<file path="config.mk">
export PLATFORM = sky130hd
export DESIGN_NAME = clp_cell
export DESIGN_NICKNAME = d
export VERILOG_FILES = /design/src/sv/clp_pkg.sv /design/src/sv/clp_cell.sv
export SDC_FILE = /design/constraint.sdc
export NUM_CORES = 2
export LEC_CHECK = 0
export ABC_CLOCK_PERIOD_IN_PS = 800
export BUFFER_PORTS_ARGS = -buffer_cell sky130_fd_sc_hd__buf_2
export CAP_MARGIN = 20
export CORE_ASPECT_RATIO = 1.5
export CORE_UTILIZATION = 29
export CTS_BUF_LIST = sky130_fd_sc_hd__clkbuf_4
export CTS_CLUSTER_SIZE = 16
export DETAILED_ROUTE_END_ITERATION = 8
export PLACE_DENSITY = 0.56
export SETUP_SLACK_MARGIN = 0.5
export SLEW_MARGIN = 5
export SYNTH_ARGS = -nofsm -noshare
export SYNTH_HDL_FRONTEND = slang
export SYNTH_SLANG_ARGS = --single-unit
export TNS_END_PERCENT = 10
</file>
<file path="constraint.sdc">
create_clock -name clk -period 0.8 [get_ports clk]
set_input_delay 0.08 -clock clk [delete_from_list [all_inputs] [get_ports clk]]
set_output_delay 0.08 -clock clk [all_outputs]
set_load 0.02 [all_outputs]
</file>
<file path="src/sv/clp_pkg.sv">
// ----------------------------------------------------------------------------
// clp_pkg
// shared constants, types and tables of the complex log / polar core
// ----------------------------------------------------------------------------
`timescale 1ns / 1ps

package clp_pkg;

    // sample and pipeline sizing
    localparam int SAMPLE_WIDTH  = 16;
    localparam int CORDIC_STAGES = 16;
    localparam int LOG_FRAC_BITS = 24;
    localparam int NUM_CELLS     = (CORDIC_STAGES > LOG_FRAC_BITS) ? CORDIC_STAGES
                                                                    : LOG_FRAC_BITS;
    localparam int STAGE_W       = $clog2(NUM_CELLS);

    // front end and back end register depths
    localparam int FRONT_STAGES  = 5;
    localparam int BACK_STAGES   = 3;
    localparam int PIPE_DEPTH    = FRONT_STAGES + NUM_CELLS + BACK_STAGES;

    // datapath widths
    localparam int SQ_W       = 2 * SAMPLE_WIDTH;
    localparam int EXP_W      = $clog2(SQ_W);
    localparam int MANT_W     = 31;
    localparam int GUARD_BITS = 60 - SAMPLE_WIDTH;
    localparam int XY_W       = 64;
    localparam int Z_W        = 36;
    localparam int T_W        = EXP_W + LOG_FRAC_BITS + 1;
    localparam int OUT_W      = 16;

    // log scaling
    localparam int LOG_SHIFT = LOG_FRAC_BITS + 30 + 1 - 10;
    localparam logic signed [31:0]      LN2_Q30       = 32'sd744261118;
    localparam logic signed [T_W-1:0]   LOG_OFFSET    =
        T_W'(longint'(2 * (SAMPLE_WIDTH - 1)) << LOG_FRAC_BITS);
    localparam logic signed [OUT_W-1:0] LOG_FLOOR_Q10 = -16'sd23579;

    // phase scaling
    localparam int PHASE_SHIFT = 17;
    localparam logic signed [Z_W-1:0]   PI_Q30        = Z_W'(64'd3373259426);
    localparam logic signed [Z_W-1:0]   PHASE_ROUND   = Z_W'(64'd65536);
    localparam logic signed [Z_W-1:0]   PHASE_MAX_Z   = Z_W'(64'd25736);
    localparam logic signed [OUT_W-1:0] PHASE_MAX_Q13 = 16'sd25736;

    // data handed from cell to cell
    typedef struct packed {
        logic                     zero;
        logic [EXP_W-1:0]         expo;
        logic [MANT_W-1:0]        mant;
        logic [LOG_FRAC_BITS-1:0] frac;
        logic signed [XY_W-1:0]   x;
        logic signed [XY_W-1:0]   y;
        logic signed [Z_W-1:0]    z;
    } cell_t;

    // atan(2^-i) in Q30, truncated
    function automatic logic [31:0] atan_q30(input logic [4:0] idx);
        logic [31:0] res;
        case (idx)
            5'd0:    res = 32'h3243F6A8;
            5'd1:    res = 32'h1DAC6705;
            5'd2:    res = 32'h0FADBAFC;
            5'd3:    res = 32'h07F56EA6;
            5'd4:    res = 32'h03FEAB76;
            5'd5:    res = 32'h01FFD55B;
            5'd6:    res = 32'h00FFFAAA;
            5'd7:    res = 32'h007FFF55;
            5'd8:    res = 32'h003FFFEA;
            5'd9:    res = 32'h001FFFFD;
            5'd10:   res = 32'h000FFFFF;
            5'd11:   res = 32'h0007FFFF;
            5'd12:   res = 32'h0003FFFF;
            5'd13:   res = 32'h0001FFFF;
            5'd14:   res = 32'h0000FFFF;
            5'd15:   res = 32'h00007FFF;
            5'd16:   res = 32'h00003FFF;
            5'd17:   res = 32'h00001FFF;
            5'd18:   res = 32'h00000FFF;
            5'd19:   res = 32'h000007FF;
            5'd20:   res = 32'h000003FF;
            5'd21:   res = 32'h000001FF;
            5'd22:   res = 32'h000000FF;
            5'd23:   res = 32'h0000007F;
            5'd24:   res = 32'h0000003F;
            5'd25:   res = 32'h0000001F;
            5'd26:   res = 32'h0000000F;
            5'd27:   res = 32'h00000007;
            5'd28:   res = 32'h00000003;
            5'd29:   res = 32'h00000001;
            default: res = 32'h00000000;
        endcase
        return res;
    endfunction

endpackage

</file>
<file path="src/sv/clp_cell.sv">
// ----------------------------------------------------------------------------
// clp_cell
// one cell of the chain: a log2 squaring step and a cordic vectoring step
// ----------------------------------------------------------------------------
`timescale 1ns / 1ps

module clp_cell (
    input  logic                          clk,
    input  logic                          rst_n,
    input  logic [clp_pkg::STAGE_W-1:0]   stage,
    input  logic                          valid_in,
    input  clp_pkg::cell_t                data_in,
    output logic                          valid_out,
    output clp_pkg::cell_t                data_out
);
    import clp_pkg::*;

    logic                    valid_reg;
    cell_t                   data_reg;
    cell_t                   data_next;
    logic [2*MANT_W-1:0]     mant_sq;
    logic [MANT_W:0]         mant_q;
    logic signed [XY_W-1:0]  x_sh;
    logic signed [XY_W-1:0]  y_sh;
    logic signed [Z_W-1:0]   angle;

    // squaring step and rotation towards the real axis
    always_comb
    begin
        data_next = data_in;
        mant_sq   = (2*MANT_W)'(data_in.mant) * (2*MANT_W)'(data_in.mant);
        mant_q    = mant_sq[2*MANT_W-1:MANT_W-1];
        x_sh      = data_in.x >>> stage;
        y_sh      = data_in.y >>> stage;
        angle     = $signed({{(Z_W-32){1'b0}}, atan_q30(5'(stage))});

        // mantissa squared; a carry past two gives the next fraction bit
        if (int'(stage) < LOG_FRAC_BITS)
        begin
            if (mant_q[MANT_W])
            begin
                data_next.mant = mant_q[MANT_W:1];
                data_next.frac = {data_in.frac[LOG_FRAC_BITS-2:0], 1'b1};
            end
            else
            begin
                data_next.mant = mant_q[MANT_W-1:0];
                data_next.frac = {data_in.frac[LOG_FRAC_BITS-2:0], 1'b0};
            end
        end

        // a zero residue leaves the vector alone
        if (int'(stage) < CORDIC_STAGES)
        begin
            if (data_in.y > 0)
            begin
                data_next.x = data_in.x + y_sh;
                data_next.y = data_in.y - x_sh;
                data_next.z = data_in.z + angle;
            end
            else if (data_in.y < 0)
            begin
                data_next.x = data_in.x - y_sh;
                data_next.y = data_in.y + x_sh;
                data_next.z = data_in.z - angle;
            end
        end
    end

    // valid flag
    always_ff @(posedge clk or negedge rst_n)
    begin
        if (!rst_n)
        begin
            valid_reg <= 1'b0;
        end
        else
        begin
            valid_reg <= valid_in;
        end
    end

    // payload
    always_ff @(posedge clk)
    begin
        data_reg <= data_next;
    end

    assign valid_out = valid_reg;
    assign data_out  = data_reg;

endmodule

</file>
# Word-level counts from Yosys, hierarchy flattened
# Memory sizes are Yosys's and may differ from the RTL's.
# Cells that the tools add are included.
[op_classes]
add_sub_neg = 6
multipliers = 1
n_lt_le_gt_ge = 4
n_shift = 2
n_mux = 5
[ops]
columns = ["cell", "n"]
rows = [
  ["$mux 164", 3],
  ["$add 64x64->64", 2],
  ["$sshr 64x5->64", 2],
  ["$sub 64x64->64", 2],
  ["$mux 55", 2],
  ["$gt 64x1->1 const B", 1],
  ["$lt 64x1->1 const B", 1],
  ["$mul 31x31->62", 1],
  ["$add 36x33->36", 1],
  ["$sub 36x33->36", 1],
  ["$lt 5x5->1 const B", 2],
]
[totals]
ff_bits = 226
romBits = 960
out_inout_bits = 226
elab_cells = 27
n_memories = 1
[memory_table]
columns = ["memory", "depth", "width", "read_ports", "rd_ports_with_merged_regs", "wr", "line", "text"]
rows = [
  ["(name not given)", 32, 30, 1, 0, 0, "clp_pkg.sv:60", "case (idx)"],
]

# Longest topological paths before layout
[logic_depth]
depth_word = 5
ltp_mapped = 32
depth_no_buf = 28

# Worst setup path after synthesis
# No wires, ideal clock.
[synth_timing]
kind = "input-to-reg"
startpoint = "input port data_in[210] (netlist name)"
endpoint = "register data_reg (netlist bit data_out[194])"
setup_time_ns = 0.130
t_arrival_ns = 7.437
t_required_ns = 0.670
path_slack_ns = -6.767
path_stages = 28
path_buffers = 4
path_cell_list = "clkbuf_1 -> clkbuf_1 -> nand2_1 -> fa_1 -> inv_1 -> fa_1 -> fa_1 -> inv_1 -> fa_1 -> inv_1 -> fa_1 -> fa_1 -> fa_1 -> fa_1 -> ha_1 -> nand3_2 -> nor4_4 -> nand4_1 -> a311o_1 -> a31o_1 -> a21oi_2 -> a2111o_2 -> a21boi_2 -> or3_4 -> buf_6 -> buf_6 -> nand3_1 -> o221ai_2"
[synth_lines]
columns = ["item", "line", "text"]
rows = [
  ["start: declaration", "clp_cell.sv:12", "input clp_pkg::cell_t data_in,"],
  ["end signal: assignment", "clp_cell.sv:86", "data_reg <= data_next;"],
  ["end: declaration", "clp_cell.sv:19", "cell_t data_reg;"],
]

==> metrics.log <==
INFO  metric cts.hold.buffers_added = 157
INFO  metric fraction_of_layout_instances_using_a_drive_strength_above_1 = 38.1%
INFO  metric yosysMostFrequentCell = sky130_fd_sc_hd__inv_1
INFO  metric async_reset_ff_share = 0.442%
INFO  metric top_area_cells_in_the_synthesized_netlist = sky130_fd_sc_hd__fa_1, sky130_fd_sc_hd__ha_1, sky130_fd_sc_hd__inv_1
INFO  metric placeableCoreArea = 0.210 mm²
INFO  metric power_density = 3870 mW/mm²
INFO  metric buffers_inverters_on_critical_path = 7
INFO  metric critical-path-slowest-cell = sky130_fd_sc_hd__fa_2
INFO  metric multi_input_logic_area = 0.0543 mm²
INFO  metric synth_top_flop_cell = sky130_fd_sc_hd__dfxtp_1
INFO  metric timing.hold.worst_path_depth = 3
INFO  metric final-setup-viol-count = 445
INFO  metric slew_headroom = 42.7%
INFO  metric leakagePower = 47.1 nW
INFO  metric synth_cells = 7840
INFO  metric io_buffer_count = 458
INFO  metric synth_seq_area_share = 7.40%
INFO  metric worst_path_dominant_cell_family = adder cells
INFO  metric num-fill-cells = 21000
INFO  metric min_to = data_out[134]
INFO  metric final_antenna_net_count = 0
INFO  metric layout_min_cycle_time = 6.76 ns
INFO  metric critPathKind = in -> reg
INFO  metric cts.reportedPaths.clkPinSlew = 0.06 ns
INFO  metric maxCapViolCount = 0
INFO  metric ctsLongestPathBuffers = 3
INFO  metric syn_area = 0.0612 mm²
INFO  metric post-synth-top-area-fraction = 24.6%
INFO  metric synth_commonest_cells = sky130_fd_sc_hd__inv_1, sky130_fd_sc_hd__nand2_1, sky130_fd_sc_hd__fa_1
INFO  metric cts_made_buffers = 68
INFO  metric routed_wire_length_per_instance = 22.7 µm
INFO  metric violations_in_the_final_reports = negative hold slack, negative setup slack
INFO  metric nets = 12400
INFO  metric die_width = 377 µm
INFO  metric synth_enable_flop_cells = 0
INFO  metric arrival = 7.54 ns
INFO  metric finalMaxSlewViolations = 0
INFO  metric post_drt_via_cell_ratio = 5.12
INFO  metric worstHoldPathType = in -> reg
INFO  metric maximum_operating_frequency = 148 MHz
INFO  metric synthesis.area_per_instance = 7.81 µm²
INFO  metric initial_cell_density_of_the_core = 29.2%
INFO  metric grt_start_max_net_pins = 61
INFO  metric route.vias.total = 70100
INFO  metric synth_seq_cells = 226
INFO  metric grt_antenna_before_repair = 65
INFO  metric globalplace.congestion = 1.02
INFO  metric clock_tree_from_tritoncts = built
INFO  metric fp-row-count = 206
INFO  metric final_core_utilization = 44.9%
INFO  metric die_h = 565 µm
INFO  metric final-hold-violation-count = 123
INFO  metric die_area = 0.213 mm²
INFO  metric remaining_drc_errors = 0
INFO  metric grt_first_pass_wirelength = 455000 µm
INFO  metric cts.htree.levels = 3
INFO  metric worst_slew_pin_slew = 0.859 ns
INFO  metric layout-area-overhead-vs-synth = 54.0%
INFO  metric synth_fp_nets = 9414
INFO  metric detailedPlacementHpwl = 260000 µm
INFO  metric ys.warnings.count = 0
INFO  metric critical_path_peak_fanout = 13
INFO  metric total_i_o_pin_count = 459
INFO  metric netlist-cell-type-count = 113
INFO  metric clock_tree.root_cell = sky130_fd_sc_hd__clkbuf_4
INFO  metric finalHoldWorstSlack = -0.369 ns
INFO  metric crit_path_frequent_cell = sky130_fd_sc_hd__fa_1
INFO  metric final.period_utilization = 845%
INFO  metric cp_slowest_stage_delay = 0.61 ns
INFO  metric drt-total-wl = 311000 µm
INFO  metric globalRouteTotalUtil = 28.5%
INFO  metric min_from = data_in[134]
INFO  metric drt_pass1_iterations = 8
INFO  metric vias_in_the_first_global_route = 74400
INFO  metric endpoint_kind = flop
INFO  metric vdd_drop_max = 7.15 mV
INFO  metric cp_data_required_time = 1.59 ns
INFO  metric worst_setup_path_start_kind = input pin
INFO  metric synthDominantAreaCellType = sky130_fd_sc_hd__fa_1
INFO  metric detailedRoute.firstIterationViolations = 4305
INFO  metric clkSinkCount = 226
INFO  metric rsz_0062_raised_after_global_routing = yes
INFO  metric worst_slack = -5.96 ns
INFO  metric ff_latch_area = 0.00453 mm²
INFO  metric run_status = complete, but fails checks
INFO  metric sum_of_overflow_across_all_layers_after_global_routing = 0
## through the flow
step / power [W] / TNS [ns] / instances / instance area (µm²) / worst slack, ns
2_1_floorplan: 0.188 / -673.18 / 7840 / 62300 / -6.41
3_3_place_gp: 0.304 / -914.41 / 13200 / 85600 / -7.25
3_5_place_dp: 0.307 / -915.95 / 13200 / 85600 / -7.28
4_1_cts: 0.353 / -814.14 / 13600 / 91400 / -5.79
5_1_grt: 0.381 / -853.16 / 13700 / 94200 / -6.07
6_report: 0.365 / -815.95 / 13700 / 94300 / -5.96
## final cells by class
type	count	share of cell area, %
Clock inverter	34	0.238
Sequential cell	226	4.80
Multi-Input combinational cell	5894	57.6
Antenna cell	31	0.0823
Timing Repair Buffer	3338	27.7
Inverter	1274	5.11
Clock buffer	84	0.669
Tap cell	2808	3.73
## power breakdown
group          internal [W]  switching (W)  total (W)
Combinational         0.163          0.173      0.336
Clock               0.00595        0.00695     0.0129
Sequential           0.0140        0.00134     0.0154
Total                 0.183          0.181      0.365
## repair_timing
| item | 4_1_cts | 5_1_grt |
|---|---|---|
| gates resized for setup | 555 | 447 |
| endpoints found under the hold margin | 227 | 132 |
| setup buffers | 107 | 92 |
| pin swaps | 202 | 210 |
| endpoints found under the setup margin | 445 | 445 |
| gates cloned | 5 | 3 |
## worst max-delay path by stage
| stage | from | to | slack, ns | cells past startpoint |
|---|---|---|---|---|
| after global routing | data_in[199] | data_out[190] | -6.07 | 25 |
| after detailed placement | data_in[205] | data_out[206] | -7.28 | 28 |
| after CTS | data_in[197] | data_out[206] | -5.79 | 26 |
| final | data_in[199] | data_out[206] | -5.96 | 25 |
| after floorplan | data_in[193] | data_out[202] | -6.41 | 29 |
| after global placement | data_in[196] | data_out[206] | -7.25 | 27 |
## metal layers
metal | track usage [%] | routed length (µm)
met5 | 0 | 453
met4 | 21.2 | 27000
met1 | 29.5 | 110000
met3 | 5.88 | 20200
met2 | 50.4 | 153000
## cell usage in the layout, fill, tap and decap left out, types with 53 or more instances in the layout
| cell type | netlist | layout |
|---|---|---|
| sky130_fd_sc_hd__buf_4 | 7 | 2537 |
| sky130_fd_sc_hd__ha_1 | 588 | 511 |
| sky130_fd_sc_hd__nor3_1 | 115 | 98 |
| sky130_fd_sc_hd__dlygate4sd3_1 | 0 | 157 |
| sky130_fd_sc_hd__o21a_1 | 57 | 57 |
| sky130_fd_sc_hd__clkbuf_4 | 0 | 84 |
| sky130_fd_sc_hd__a21oi_2 | 3 | 53 |
| sky130_fd_sc_hd__buf_2 | 31 | 432 |
| sky130_fd_sc_hd__mux2i_1 | 139 | 95 |
| sky130_fd_sc_hd__fa_1 | 753 | 727 |
| sky130_fd_sc_hd__and2_1 | 202 | 180 |
| sky130_fd_sc_hd__inv_1 | 1265 | 1234 |
| sky130_fd_sc_hd__nand2_2 | 1 | 69 |
| sky130_fd_sc_hd__o21ai_0 | 387 | 301 |
| sky130_fd_sc_hd__a21o_1 | 93 | 93 |
| sky130_fd_sc_hd__xnor2_1 | 211 | 210 |
| sky130_fd_sc_hd__nand2_1 | 977 | 900 |
| sky130_fd_sc_hd__xor2_1 | 62 | 62 |
| sky130_fd_sc_hd__buf_12 | 0 | 87 |
| sky130_fd_sc_hd__mux4_2 | 85 | 85 |
| sky130_fd_sc_hd__nand3_1 | 93 | 75 |
| sky130_fd_sc_hd__o21ai_1 | 8 | 58 |
| sky130_fd_sc_hd__ha_4 | 0 | 58 |
| sky130_fd_sc_hd__o21bai_1 | 91 | 87 |
| sky130_fd_sc_hd__dfxtp_1 | 225 | 225 |
| sky130_fd_sc_hd__buf_6 | 2 | 99 |
| sky130_fd_sc_hd__a21oi_1 | 474 | 410 |
| sky130_fd_sc_hd__nor2b_1 | 56 | 54 |
| sky130_fd_sc_hd__nor2_1 | 538 | 466 |
| sky130_fd_sc_hd__a22oi_1 | 83 | 80 |
| sky130_fd_sc_hd__nand4_1 | 59 | 59 |
## kinds of logic (layout without fill, tap and decap cells)
logic type      after synthesis  after routing  share of synthesized area, %
simple gates               2282           2282                          16.9
compound gates             1755           1755                          18.7
buf+inv                    1720           4730                          10.7
fa+ha+maj                  1341           1341                          36.6
xor+xnor                    273            273                          3.91
mux                         243            243                          5.75
flops                       226            226                          7.40
other cells                   0             31                             0
## sequential cells by signal, indices dropped and copies added, names as in the netlist
register   cells
data_out     225
valid_out      1
No activity file was read; power rests on OpenSTA's default activity.
