<file path="config.mk">
export PLATFORM = sky130hd
export DESIGN_NAME = clp_front
export DESIGN_NICKNAME = d
export VERILOG_FILES = /design/src/sv/clp_pkg.sv /design/src/sv/clp_front.sv
export SDC_FILE = /design/constraint.sdc
export NUM_CORES = 2
export LEC_CHECK = 0
export ABC_CLOCK_PERIOD_IN_PS = 8700
export BUFFER_PORTS_ARGS = -buffer_cell sky130_fd_sc_hd__buf_2
export CAP_MARGIN = 20
export CORE_MARGIN = 2
export CORE_UTILIZATION = 35
export CTS_CLUSTER_DIAMETER = 100
export DETAILED_ROUTE_END_ITERATION = 16
export GPL_TIMING_DRIVEN = 0
export PLACE_DENSITY = 0.56
export RECOVER_POWER = 100
export SLEW_MARGIN = 20
export SYNTH_ARGS = -nofsm -noshare
export SYNTH_HDL_FRONTEND = slang
export SYNTH_SLANG_ARGS = --single-unit
</file>
<file path="constraint.sdc">
create_clock -name clk -period 8.7 [get_ports clk]
set_clock_uncertainty 0.1 [all_clocks]
set_input_delay 0.435 -clock clk [delete_from_list [all_inputs] [get_ports clk]]
set_output_delay 0.435 -clock clk [all_outputs]
set_load 0.01 [all_outputs]
</file>
<file path="src/sv/clp_pkg.sv">
// ----------------------------------------------------------------------------
// clp_pkg
// shared constants, types and tables of the complex log / polar core
// ----------------------------------------------------------------------------
`timescale 1ns / 1ps

package clp_pkg;

    // sample and pipeline sizing
    localparam int SAMPLE_WIDTH  = 16;
    localparam int CORDIC_STAGES = 16;
    localparam int LOG_FRAC_BITS = 24;
    localparam int NUM_CELLS     = (CORDIC_STAGES > LOG_FRAC_BITS) ? CORDIC_STAGES
                                                                    : LOG_FRAC_BITS;
    localparam int STAGE_W       = $clog2(NUM_CELLS);

    // front end and back end register depths
    localparam int FRONT_STAGES  = 5;
    localparam int BACK_STAGES   = 3;
    localparam int PIPE_DEPTH    = FRONT_STAGES + NUM_CELLS + BACK_STAGES;

    // datapath widths
    localparam int SQ_W       = 2 * SAMPLE_WIDTH;
    localparam int EXP_W      = $clog2(SQ_W);
    localparam int MANT_W     = 31;
    localparam int GUARD_BITS = 60 - SAMPLE_WIDTH;
    localparam int XY_W       = 64;
    localparam int Z_W        = 36;
    localparam int T_W        = EXP_W + LOG_FRAC_BITS + 1;
    localparam int OUT_W      = 16;

    // log scaling
    localparam int LOG_SHIFT = LOG_FRAC_BITS + 30 + 1 - 10;
    localparam logic signed [31:0]      LN2_Q30       = 32'sd744261118;
    localparam logic signed [T_W-1:0]   LOG_OFFSET    =
        T_W'(longint'(2 * (SAMPLE_WIDTH - 1)) << LOG_FRAC_BITS);
    localparam logic signed [OUT_W-1:0] LOG_FLOOR_Q10 = -16'sd23579;

    // phase scaling
    localparam int PHASE_SHIFT = 17;
    localparam logic signed [Z_W-1:0]   PI_Q30        = Z_W'(64'd3373259426);
    localparam logic signed [Z_W-1:0]   PHASE_ROUND   = Z_W'(64'd65536);
    localparam logic signed [Z_W-1:0]   PHASE_MAX_Z   = Z_W'(64'd25736);
    localparam logic signed [OUT_W-1:0] PHASE_MAX_Q13 = 16'sd25736;

    // data handed from cell to cell
    typedef struct packed {
        logic                     zero;
        logic [EXP_W-1:0]         expo;
        logic [MANT_W-1:0]        mant;
        logic [LOG_FRAC_BITS-1:0] frac;
        logic signed [XY_W-1:0]   x;
        logic signed [XY_W-1:0]   y;
        logic signed [Z_W-1:0]    z;
    } cell_t;

    // atan(2^-i) in Q30, truncated
    function automatic logic [31:0] atan_q30(input logic [4:0] idx);
        logic [31:0] res;
        case (idx)
            5'd0:    res = 32'h3243F6A8;
            5'd1:    res = 32'h1DAC6705;
            5'd2:    res = 32'h0FADBAFC;
            5'd3:    res = 32'h07F56EA6;
            5'd4:    res = 32'h03FEAB76;
            5'd5:    res = 32'h01FFD55B;
            5'd6:    res = 32'h00FFFAAA;
            5'd7:    res = 32'h007FFF55;
            5'd8:    res = 32'h003FFFEA;
            5'd9:    res = 32'h001FFFFD;
            5'd10:   res = 32'h000FFFFF;
            5'd11:   res = 32'h0007FFFF;
            5'd12:   res = 32'h0003FFFF;
            5'd13:   res = 32'h0001FFFF;
            5'd14:   res = 32'h0000FFFF;
            5'd15:   res = 32'h00007FFF;
            5'd16:   res = 32'h00003FFF;
            5'd17:   res = 32'h00001FFF;
            5'd18:   res = 32'h00000FFF;
            5'd19:   res = 32'h000007FF;
            5'd20:   res = 32'h000003FF;
            5'd21:   res = 32'h000001FF;
            5'd22:   res = 32'h000000FF;
            5'd23:   res = 32'h0000007F;
            5'd24:   res = 32'h0000003F;
            5'd25:   res = 32'h0000001F;
            5'd26:   res = 32'h0000000F;
            5'd27:   res = 32'h00000007;
            5'd28:   res = 32'h00000003;
            5'd29:   res = 32'h00000001;
            default: res = 32'h00000000;
        endcase
        return res;
    endfunction

endpackage

</file>
<file path="src/sv/clp_front.sv">
// ----------------------------------------------------------------------------
// clp_front
// input register, squares, half-plane fold, sum of squares and normalisation
// ----------------------------------------------------------------------------
`timescale 1ns / 1ps

module clp_front (
    input  logic                                   clk,
    input  logic                                   rst_n,
    input  logic                                   take,
    input  logic signed [clp_pkg::SAMPLE_WIDTH-1:0] real_part,
    input  logic signed [clp_pkg::SAMPLE_WIDTH-1:0] imag_part,
    output logic                                   valid_out,
    output clp_pkg::cell_t                         data_out
);
    import clp_pkg::*;

    // stage 1: sample register
    logic                           v1_reg;
    logic signed [SAMPLE_WIDTH-1:0] re_reg;
    logic signed [SAMPLE_WIDTH-1:0] im_reg;

    // stage 2: squares and folded vector
    logic                    v2_reg;
    logic [SQ_W-1:0]         sqr_reg;
    logic [SQ_W-1:0]         sqi_reg;
    logic signed [XY_W-1:0]  x2_reg;
    logic signed [XY_W-1:0]  y2_reg;
    logic signed [Z_W-1:0]   z2_reg;
    logic signed [SQ_W-1:0]  sqr_next;
    logic signed [SQ_W-1:0]  sqi_next;
    logic signed [XY_W-1:0]  re_ext;
    logic signed [XY_W-1:0]  im_ext;
    logic signed [XY_W-1:0]  x2_next;
    logic signed [XY_W-1:0]  y2_next;
    logic signed [Z_W-1:0]   z2_next;

    // stage 3: sum of squares
    logic                    v3_reg;
    logic [SQ_W-1:0]         sum_reg;
    logic signed [XY_W-1:0]  x3_reg;
    logic signed [XY_W-1:0]  y3_reg;
    logic signed [Z_W-1:0]   z3_reg;

    // stage 4: leading one search
    logic                    v4_reg;
    logic [SQ_W-1:0]         sum4_reg;
    logic [EXP_W-1:0]        expo_reg;
    logic [EXP_W-1:0]        expo_next;
    logic                    zero_reg;
    logic signed [XY_W-1:0]  x4_reg;
    logic signed [XY_W-1:0]  y4_reg;
    logic signed [Z_W-1:0]   z4_reg;

    // stage 5: mantissa alignment
    logic [SQ_W+MANT_W-2:0]  norm_wide;
    logic                    v5_reg;
    cell_t                   data_reg;
    cell_t                   data_next;

    // valid shift through the front end
    always_ff @(posedge clk or negedge rst_n)
    begin
        if (!rst_n)
        begin
            v1_reg <= 1'b0;
            v2_reg <= 1'b0;
            v3_reg <= 1'b0;
            v4_reg <= 1'b0;
            v5_reg <= 1'b0;
        end
        else
        begin
            v1_reg <= take;
            v2_reg <= v1_reg;
            v3_reg <= v2_reg;
            v4_reg <= v3_reg;
            v5_reg <= v4_reg;
        end
    end

    // squares and fold into the right half plane
    always_comb
    begin
        sqr_next = SQ_W'(re_reg) * SQ_W'(re_reg);
        sqi_next = SQ_W'(im_reg) * SQ_W'(im_reg);
        re_ext   = XY_W'(re_reg);
        im_ext   = XY_W'(im_reg);
        if (re_reg[SAMPLE_WIDTH-1])
        begin
            x2_next = (-re_ext) <<< GUARD_BITS;
            y2_next = (-im_ext) <<< GUARD_BITS;
            z2_next = im_reg[SAMPLE_WIDTH-1] ? -PI_Q30 : PI_Q30;
        end
        else
        begin
            x2_next = re_ext <<< GUARD_BITS;
            y2_next = im_ext <<< GUARD_BITS;
            z2_next = '0;
        end
    end

    // position of the leading one of the sum
    always_comb
    begin
        expo_next = '0;
        for (int i = 0; i < SQ_W; i++)
        begin
            if (sum_reg[i])
            begin
                expo_next = EXP_W'(i);
            end
        end
    end

    // align the leading one to bit 30, low bits truncated
    always_comb
    begin
        norm_wide           = {sum4_reg, {(MANT_W-1){1'b0}}} >> expo_reg;
        data_next.zero      = zero_reg;
        data_next.expo      = expo_reg;
        data_next.mant      = norm_wide[MANT_W-1:0];
        data_next.frac      = '0;
        data_next.x         = x4_reg;
        data_next.y         = y4_reg;
        data_next.z         = z4_reg;
    end

    // payload registers
    always_ff @(posedge clk)
    begin
        re_reg   <= real_part;
        im_reg   <= imag_part;
        sqr_reg  <= $unsigned(sqr_next);
        sqi_reg  <= $unsigned(sqi_next);
        x2_reg   <= x2_next;
        y2_reg   <= y2_next;
        z2_reg   <= z2_next;
        sum_reg  <= sqr_reg + sqi_reg;
        x3_reg   <= x2_reg;
        y3_reg   <= y2_reg;
        z3_reg   <= z2_reg;
        sum4_reg <= sum_reg;
        expo_reg <= expo_next;
        zero_reg <= (sum_reg == '0);
        x4_reg   <= x3_reg;
        y4_reg   <= y3_reg;
        z4_reg   <= z3_reg;
        data_reg <= data_next;
    end

    assign valid_out = v5_reg;
    assign data_out  = data_reg;

endmodule

</file>
* Word level (Yosys, flattened, before mapping)
Index checks and enable logic that the tools add are counted.
** Cells by class
- Add/sub/neg operators :: 3
- Multipliers :: 2
- Shift-type cells :: 1
- Mux-type cells :: 33
- Reductions and logical operators :: 5
** Operators with widths (count)
- multiplier 16 x 16 -> 32 bit :: 2
- 2-to-1 mux 64 bit :: 1
- right shift 62 x 5 -> 31 bit :: 1
- 2-to-1 mux 59 bit :: 1
- 2-to-1 mux 5 bit :: 9
- negation 16 -> 20 bit :: 2
- 2-to-1 mux 36 bit :: 1
- adder 32 bit :: 1
- zero test 32 bit :: 1
- 2-to-1 mux 4 bit :: 8
- 2-to-1 mux 3 bit :: 7
- OR reduction 16 bit :: 1
- 2-to-1 mux 2 bit :: 4
- OR reduction 8 bit :: 1
- OR reduction 4 bit :: 1
- 2-to-1 mux 1 bit :: 2
- OR reduction 2 bit :: 1
** Word-level totals
- Register bits :: 864
- Bits of input ports :: 35

* Longest topological paths before layout
- Depth in word-level cells :: 30
- Gate-level depth with buffers :: 25
- Depth with buffers taken out :: 24

* Worst setup path after synthesis
Ideal clock, no wire load.
- Kind :: register to register
- From :: register im_reg[15]
- To :: register sqi_reg[30]
- Setup time :: 0.072 ns
- Arrival time :: 6.027 ns
- Data required time :: 8.528 ns
- Path slack :: 2.501 ns
- Stages on the path, launching flop included :: 22
- Period minus slack after synthesis :: 6.199 ns
- Path through :: dfxtp_1 > clkbuf_1 > buf_1 > nand2_1 > fa_1 > inv_1 > fa_1 > fa_1 > fa_1 > fa_1 > inv_1 > fa_1 > inv_1 > ha_1 > a21o_1 > a21o_1 > a21oi_1 > o21ai_0 > a2111oi_0 > o21bai_1 > a21oi_1 > xnor2_1
** Between the ends
- Cells in the longest elaborated chain, start to end :: 1
** RTL lines
- start, declared :: RTL line clp_front.sv:21 : logic signed [SAMPLE_WIDTH-1:0] im_reg;
- start signal, assigned :: RTL line clp_front.sv:133 : im_reg <= imag_part;
- multiplier 16 x 16 -> 32 bit :: RTL line clp_front.sv:86 : sqi_next = SQ_W'(im_reg) * SQ_W'(im_reg);
- named net sqi_next[30] :: RTL line clp_front.sv:31 : logic signed [SQ_W-1:0] sqi_next;
- end signal, assigned :: RTL line clp_front.sv:135 : sqi_reg <= $unsigned(sqi_next);
- end, declared :: RTL line clp_front.sv:26 : logic [SQ_W-1:0] sqi_reg;
The timed path passes the listed nets, and every way through them passes these cells.
A chain may end at the register's enable or synchronous reset.

* Final worst setup path
- From :: register re_reg[15]
- To :: register sqr_reg[29]
** Between the ends
- Cells in the longest elaborated chain, start to end :: 1
** RTL lines
- start, declared :: RTL line clp_front.sv:20 : logic signed [SAMPLE_WIDTH-1:0] re_reg;
- start signal, assigned :: RTL line clp_front.sv:132 : re_reg <= real_part;
- multiplier 16 x 16 -> 32 bit :: RTL line clp_front.sv:85 : sqr_next = SQ_W'(re_reg) * SQ_W'(re_reg);
- named net sqr_next[29] :: RTL line clp_front.sv:30 : logic signed [SQ_W-1:0] sqr_next;
- end signal, assigned :: RTL line clp_front.sv:134 : sqr_reg <= $unsigned(sqr_next);
- end, declared :: RTL line clp_front.sv:25 : logic [SQ_W-1:0] sqr_reg;
The timed path passes the listed nets, and every way through them passes these cells.

==> reports/qor.yml <==
synth:
  synth_cells: 3081
  synth_edf_count: 0
  synth.avg_cell_area_um2: 9.88
  yosys_register_bits: 376
  synthDistinctLibCells: 73
  yosys.area.top_type: "fa_1"
  netlist_area_um2: 30400
  ys_top_cells_by_area: "fa_1 (31%), dfxtp_1 (24%), ha_1 (8.8%)"
  synth_top_area_share_pct: 30.8
  yosysSeqAreaShare_pct: 24.8
  synth_flop_cell: "dfxtp_1"
  synth_warnings: 0
  async_flop_share_pct: 1.33
worst_setup_path:
  crit_top_cell: "fa_1"
  rr_startpoint: "re_reg[15]$_DFF_P_"
  crit_start: "re_reg[15]$_DFF_P_"
  path_cells: "clkbuf_1 > clkbuf_1 > nand2_1 > fa_1 > inv_1 > fa_1 > fa_1 > fa_1 > fa_1 > inv_1 > fa_1 > inv_1 > ha_1 > a21oi_1 > o21bai_1 > a2111oi_0 > nor3_1 > o21ai_0 > and2_0 > a21oi_1 > xor2_1"
  cp_data_arrival_time_ns: 8.22
  path_class: "register to register"
  crit_fanout: 10
  startpoint_type: "register"
  required_ns: 9.07
  max_stage_delay_ns: 0.75
  crit_slowest_cell: "clkbuf_1"
  critPathCaptureType: "register"
grt:
  overflow: 0
  antenna_found_initial: 1
  grt_pass1_vias: 21800
  grt.total_usage_pct: 15.5
  grt_pass1_wl_um: 111000
  grt_max_degree: 20
clocking:
  cts_made_buffers: 42
  postCtsResizedCells: 0
  htree_levels: 2
  clkTransAtPathRegs_ns: 0.06
  cts_tree: "built"
  clock_sinks: 376
  clock_path_buffers: 3
  cts_hold_buf: 34
  insertion_delay_ns: 0.59
  root_buffer: "clkbuf_16"
  post-cts-setup-buffer-count: 0
floorplan:
  ios: 261
  die_x_um: 299
  die_area_um2: 89300
  die_y_um: 299
  initial_core_util_pct: 35.2
  rows: 108
  core-area_um2: 86500
timing:
  hold_viol: 0
  slew_headroom_pct: 14.3
  min_period_ns: 7.85
  worstMarginPinSlew_ns: 1.29
  setup_violations: 0
  finalSetupTns_ns: 0
  period_share_pct: 90.2
  drv_slew: 0
  timing.fmax_mhz: 127
  rsz0062_at_grt: "no"
detailed_routing:
  vias: 20800
  viasPerCell: 4.51
  ant_nets: 0
  drt_iter0_drc: 1024
  wl_per_cell_um: 14.5
  drc: 0
  wl_um: 67000
  drt_first_pass_iters: 5
placement:
  port_buffers: 147
  dpl.hpwl_um: 55000
  gp_congestion: 0.887
final_layout:
  syn_to_final_growth_pct: 14.1
  final_common_cell: "inv_1"
  largest_register_ffs: 80
  final_net_count: 4142
  drive_above_1_share_pct: 9.40
  most-common-layout-cells: "inv_1 (657), fa_1 (469), dfxtp_1 (371)"
  diodes: 0
worst_hold_path:
  hold_class: "input pin to async pin"
run:
  cap_violations: 0
run_status:
  status: "finished clean"
-- final cells by class --
type | count | area [um2]
inverters | 666 | 2500
repair buffers | 181 | 970
clock buffers | 50 | 1130
clock inverters | 28 | 345
fillers | 8705 | 51700
plain buffers | 226 | 1390
well taps | 1155 | 1450
flip-flops and latches | 376 | 7550
multi-input cells | 1931 | 19400
-- per-stage QoR --
stage               instance area, um2  utilization, %  setup WS (ns)  std cells  hold WS [ns]
floorplan                        30900               -           2.50       3199        0.0394
global placement                 33100            38.2          0.769       4501         0.150
detailed placement               33100            38.2          0.801       4501         0.154
CTS                              34900            40.3          0.784       4613        0.0582
global route                     34700            40.2          0.158       4613         0.136
finish                           34700            40.2          0.851       4613         0.134
-- worst max-delay path, delay by kind of cell (launching register included) --
family                     cells  cell delay [ns]
xor gates and xnor gates       1             0.16
adders and majority gates      7             3.29
DFF                            1             0.41
buffers and inverters          5             1.80
and+or+nand+nor                3             0.56
AOI/OAI and AO/OA              5             1.41
-- synthesized netlist by cell type (13+ instances only) --
| library cell | number |
|---|---|
| o21a_1 | 21 |
| nor3_1 | 23 |
| nand2_1 | 234 |
| and2_1 | 68 |
| nor2b_1 | 18 |
| fa_1 | 469 |
| mux2_2 | 14 |
| ha_1 | 214 |
| mux2i_1 | 30 |
| o31ai_1 | 14 |
| o21ai_0 | 71 |
| xnor2_1 | 107 |
| buf_4 | 145 |
| nor2_1 | 151 |
| a211oi_1 | 21 |
| a21o_1 | 29 |
| nand3_1 | 27 |
| clkbuf_1 | 69 |
| inv_1 | 656 |
| dfxtp_1 | 371 |
| a21oi_1 | 78 |
| xor2_1 | 30 |
| o211ai_1 | 13 |
| o21bai_1 | 17 |
-- routing by layer --
metal,part of all wire (%),global-route usage [%],up-vias
met2,50,27.2,463
li1,-,-,9942
met1,42,19.3,10300
met4,3.1,5.17,0
met5,0,0,-
met3,5.1,2.54,108
-- cell families (layout without fill, tap and decap cells) --
logic type | count (synthesis) | after routing | synth area share [%]
fa+ha+maj | 683 | 683 | 39.6
mux | 56 | 56 | 2.39
other cells | 1 | 119 | 0.0123
simple gates | 588 | 588 | 8.77
xor+xnor | 137 | 137 | 3.94
compound gates | 348 | 348 | 7.62
flops | 376 | 376 | 24.8
buf+inv | 892 | 1151 | 12.8
-- path summary, 6_finish.rpt --
| check | to | slack [ns] | cells after the start |
|---|---|---|---|
| setup / recovery | sqr_reg[29]$_DFF_P_ | 0.85 | 21 |
| setup reg to reg | sqr_reg[29]$_DFF_P_ | 0.85 | 21 |
| hold / removal | v4_reg$_DFF_PN0_ | 0.13 | 2 |
| max in group asynchronous | valid_out$_DFF_PN0_ | 8.16 | 2 |
| hold reg to reg | data_out[163]$_DFF_P_ | 0.22 | 0 |
| min in group clk | data_out[163]$_DFF_P_ | 0.22 | 0 |
Power is left out: the tool's default activity adds up to more than one toggle a clock period on the data nets, which glitch-free logic cannot reach.
